[src/rtl/sps_pkg.sv]
// ----------------------------------------------------------------------------
// sps_pkg
// shared types and constants of the slotted page store
// ----------------------------------------------------------------------------
package sps_pkg;

  localparam int unsigned PAGE_BYTES_DEF = 4096;
  localparam int unsigned MAX_SLOTS_DEF  = 256;
  localparam int unsigned HDR_BYTES      = 4;
  localparam int unsigned SLOT_BYTES     = 4;

  typedef enum logic [1:0] {
    KIND_INSERT = 2'd0,
    KIND_READ   = 2'd1,
    KIND_DELETE = 2'd2,
    KIND_CLEAR  = 2'd3
  } kind_e;

  typedef enum logic [1:0] {
    STAT_DONE      = 2'd0,
    STAT_NO_SPACE  = 2'd1,
    STAT_NO_RECORD = 2'd2
  } status_e;

  typedef enum logic [2:0] {
    S_IDLE,
    S_RD_LOOK,
    S_RD_DATA,
    S_DEL_LOOK,
    S_DEL_MOVE,
    S_DEL_DIR
  } state_e;

  typedef struct packed {
    logic accept;
    logic rd_look;
    logic rd_emit;
    logic del_look;
    logic del_move;
    logic del_dir;
  } cmd_t;

  typedef struct packed {
    logic slot_ok;
    logic move_done;
    logic dir_done;
    logic out_busy;
  } stat_t;

endpackage

[src/rtl/sps_ctrl.sv]
// ----------------------------------------------------------------------------
// sps_ctrl
// sequencer for insert, read, delete compaction and clear
// ----------------------------------------------------------------------------
module sps_ctrl
  import sps_pkg::*;
(
  input  logic       clk_i,
  input  logic       rst_ni,
  input  logic       in_valid_i,
  input  logic [1:0] kind_i,
  input  stat_t      stat_i,
  output logic       in_stall_o,
  output cmd_t       cmd_o
);

  state_e state_q, state_d;

  always_ff @(posedge clk_i or negedge rst_ni) begin
    if (!rst_ni) begin
      state_q <= S_IDLE;
    end else begin
      state_q <= state_d;
    end
  end

  assign in_stall_o = (state_q != S_IDLE) | stat_i.out_busy;

  always_comb begin
    state_d = state_q;
    cmd_o   = '0;
    unique case (state_q)
      S_IDLE: begin
        cmd_o.accept = in_valid_i & ~in_stall_o;
        if (cmd_o.accept && stat_i.slot_ok) begin
          if (kind_e'(kind_i) == KIND_READ) begin
            state_d = S_RD_LOOK;
          end else if (kind_e'(kind_i) == KIND_DELETE) begin
            state_d = S_DEL_LOOK;
          end
        end
      end
      S_RD_LOOK: begin
        cmd_o.rd_look = 1'b1;
        state_d       = S_RD_DATA;
      end
      S_RD_DATA: begin
        cmd_o.rd_emit = 1'b1;
        state_d       = S_IDLE;
      end
      S_DEL_LOOK: begin
        cmd_o.del_look = 1'b1;
        state_d        = S_DEL_MOVE;
      end
      S_DEL_MOVE: begin
        cmd_o.del_move = 1'b1;
        if (stat_i.move_done) begin
          state_d = S_DEL_DIR;
        end
      end
      S_DEL_DIR: begin
        cmd_o.del_dir = 1'b1;
        if (stat_i.dir_done) begin
          state_d = S_IDLE;
        end
      end
      default: state_d = S_IDLE;
    endcase
  end

endmodule

[config.mk]
export PLATFORM = sky130hd
export DESIGN_NAME = sps_ctrl
export DESIGN_NICKNAME = d
export VERILOG_FILES = /design/src/rtl/sps_pkg.sv /design/src/rtl/sps_ctrl.sv
export SDC_FILE = /design/constraint.sdc
export NUM_CORES = 1
export LEC_CHECK = 0
export ABC_CLOCK_PERIOD_IN_PS = 2800
export BUFFER_PORTS_ARGS = -buffer_cell sky130_fd_sc_hd__buf_2
export CAP_MARGIN = 10
export CORE_AREA = 2 2 39 41
export DETAILED_ROUTE_END_ITERATION = 12
export DIE_AREA = 0 0 41 43
export PLACE_DENSITY = 0.43
export SYNTH_ARGS = -nofsm -noshare
export SYNTH_HDL_FRONTEND = slang
export SYNTH_SLANG_ARGS = --single-unit
export TNS_END_PERCENT = 100
[constraint.sdc]
create_clock -name clk_i -period 2.8 [get_ports clk_i]
set_input_delay 0.56 -clock clk_i [delete_from_list [all_inputs] [get_ports clk_i]]
set_output_delay 0.56 -clock clk_i [all_outputs]
set_load 0.02 [all_outputs]
==> results by group <==
Yosys
  – Seq cells post-synth: 3
  – Commonest cells post-synth: nor2_1 (4), dfrtp_1 (3), inv_1 (3)
  – Synthesized net count: 34
  – Synth warn: 0
  – Unique masters post-synth: 15
  – Top cells by area, synth: dfrtp_1 (36%), nor2_1 (7.1%), nor3b_1 (7.1%), or3_2 (7.1%), ha_1 (5.9%)
  – Post-synthesis sequential area ratio: 35.5%
  – Top-count cell post-synth: nor2_1
  – Largest area contributor in the synthesized netlist: dfrtp_1
  – Synthesized area: 211 µm²
  – Cells after Synth: 24
  – Area fraction of the dominant cell type after synthesis: 35.5%
  – Number of synthesized flops with an enable pin: 0
  – Top_reg_cell synth: dfrtp_1
  – Post-synthesis area per instance: 8.81 µm²
  – Async SR Flop Fraction: 100%

GRT
  – Grt ovf: 0
  – First-pass GRT wire length: 807 µm
  – Gr busiest metal: met2
  – Initial antenna violation count: 0
  – Met3 Resource Use GR: 6.81%
  – Number of global-route vias before repair: 204
  – GR Util met1: 8.36%
  – All-Layer GR Usage: 7.53%
  – GR met2 Demand/Resource: 8.44%
  – Largest net degree at the start of global routing: 10

Worst setup path
  – Reg-to-reg startpoint: state_q[2]$_DFFE_PN0P_
  – Critical Path, Cell by Cell: or4_4 -> nor2_2 -> buf_2
  – Crit path capture: cmd_o[5]
  – Setup CP Type: reg -> out
  – CP max stage cell: or4_4
  – Worst Path Arrival: 1.50 ns
  – Critical Path Fanout Max: 8
  – CP Launch Point: state_q[2]$_DFFE_PN0P_
  – R2R setup slack: 1.63 ns
  – Reg2reg end: state_q[1]$_DFFE_PN0P_
  – Critical path capture point type: output pin
  – Crit-path leading delay family: simple AND/OR/NAND/NOR gates
  – Levels on crit path: 3
  – R2R cell count: 2
  – CP Launch Type: flop
  – Worst path max stage delay: 0.57 ns
  – WP data required: 2.24 ns
  – Worst path bufs/invs: 1

STA
  – Fin crit period: 2.06 ns
  – Unrepaired setup endpoints after global routing: false
  – Final Max Slew Viols: 0
  – Skew final: 0.00480 ns
  – Tightest Pin Transition: 0.244 ns
  – Final setup fails: 0
  – Max_slew headroom: 83.7%
  – Tcrit/Tclk final: 73.6%
  – F_max: 486 MHz
  – Setup TNS Final: 0 ns
  – Hold Fails Final Rpt: 0

Power and ir drop
  – Int Power: 0.000179 W
  – Pwr Total: 0.000306 W
  – Seq pwr share: 28.9%
  – Power density over the cells: 919 nW/µm²
  – Leak Pwr: 0.188 nW
  – Comb pwr share: 45.7%
  – Worst vdd rail ir drop: 0.289 mV
  – Clock network power share: 25.3%
  – Sw Ratio: 41.6%
  – Switching power: 0.000127 W

Hold path
  – Hold Path Class: in -> async

Die
  – Core ar.: 1380 µm²
  – IO Count: 16
  – Die width: 41 µm
  – Site Rows: 14
  – Die Y: 43 µm
  – Initial Util: 15.3%
  – Die ar.: 1760 µm²

Clock tree
  – H-Tree Depth: 1
  – CTS tree: yes
  – Hold Buf Count CTS: 0
  – Cts bufs inserted: 3
  – Longest Clk Path Bufs: 2
  – Clk sinks: 3
  – Reg clk slew, reported paths: 0.04 ns
  – Resize count post-CTS: 0
  – Postcts setup bufs: 0
  – CTS root buffer: clkbuf_4
  – Clk_lat worst skew: 0.24 ns

Layout
  – Non-filler cells, final: 59
  – Max reg flops: 3
  – Area of the multi-input gates: 125 µm²
  – Top flop regs: state_q (3)
  – Sequential cell area: 75.1 µm²
  – Diode count: 0
  – Register bank with the most flops: state_q
  – Layout area overhead: 57.4%
  – Layout cells sized above 1: 51.2%
  – Fillers: 157
  – Final net count: 54

Place
  – HPWL Detailed: 391 µm
  – Port-buffer cells: 15
  – GP Congestion: 0.620
  – Post-Place Cells: 55

Route
  – WL final: 517 µm
  – Vias: 236
  – Antenna Nets Post-Route: 0
  – Drt first pass iters: 2
  – Post-route DRC violation count: 0
  – Wirelength per Cell: 8.76 µm
  – Via density: 4.00
  – Drt first-iter violations: 5

Outcome
  – Outcome: complete, no violations

Job
  – Max_cap viols: 0
[how the worst min path moves through the flow]
| stage | startpoint | end | depth (start not counted) | slack [ns] |
|---|---|---|---|---|
| 2_1_floorplan | rst_ni | state_q[0]$_DFFE_PN0P_ | 0 | 0.26 |
| 3_3_place_gp | rst_ni | state_q[2]$_DFFE_PN0P_ | 1 | 0.36 |
| 3_5_place_dp | rst_ni | state_q[2]$_DFFE_PN0P_ | 1 | 0.36 |
| 4_1_cts | rst_ni | state_q[2]$_DFFE_PN0P_ | 1 | 0.1 |
| 5_1_grt | rst_ni | state_q[1]$_DFFE_PN0P_ | 1 | 0.1 |
| 6_report | rst_ni | state_q[2]$_DFFE_PN0P_ | 1 | 0.11 |
[placed cells by master (no fill, tap or decap), types with 2 or more instances in the layout]
cell	instances
nor3b_1	2
nor2_1	4
buf_2	15
or3_2	2
clkbuf_4	3
inv_1	3
dfrtp_1	3
[per-layer routing]
layer | share of wire [%] | wire length, µm | vias up
met5 | 0 | 0 | -
met4 | 0 | 0 | 0
met3 | 14 | 73 | 0
met2 | 37 | 190 | 14
met1 | 49 | 253 | 99
li1 | - | - | 123
[power by group through the flow]
stage / Clock [W] / Sequential [W] / Combinational [W]
after global placement: 0 / 0.0000897 / 0.000141
after CTS: 0.0000822 / 0.0000891 / 0.000142
final: 0.0000774 / 0.0000885 / 0.000140
after floorplan: 0 / 0.0000794 / 0.000105
after detailed placement: 0 / 0.0000889 / 0.000141
after global routing: 0.0000872 / 0.0000937 / 0.000153
[logic make-up after synthesis]
kind of cell / share of synthesized area (%)
AND/OR/NAND/NOR: 42.6
adder cells (fa/ha/maj): 5.92
flip-flops: 35.5
AO/OA/AOI/OAI: 10.7
buffers and inverters: 5.33
[stage by stage]
stage | util (%) | area [µm²] | hold slack, ns | setup slack [ns]
global placement | 22.2 | 307 | 0.357 | 0.924
detailed placement | 22.2 | 307 | 0.357 | 0.918
CTS | 24.1 | 333 | 0.0990 | 0.728
global route | 24.1 | 333 | 0.0967 | 0.674
floorplan | - | 211 | 0.264 | 0.988
finish | 24.1 | 333 | 0.108 | 0.740
[area by class of cell]
cell class	count	area share, %
multi-input combinational	18	37.6
sequential	3	22.6
timing repair buffer	15	22.6
clock buffer	4	7.89
inverter	3	3.38
tap	16	6.02
Power figures use the tool's default switching activity.
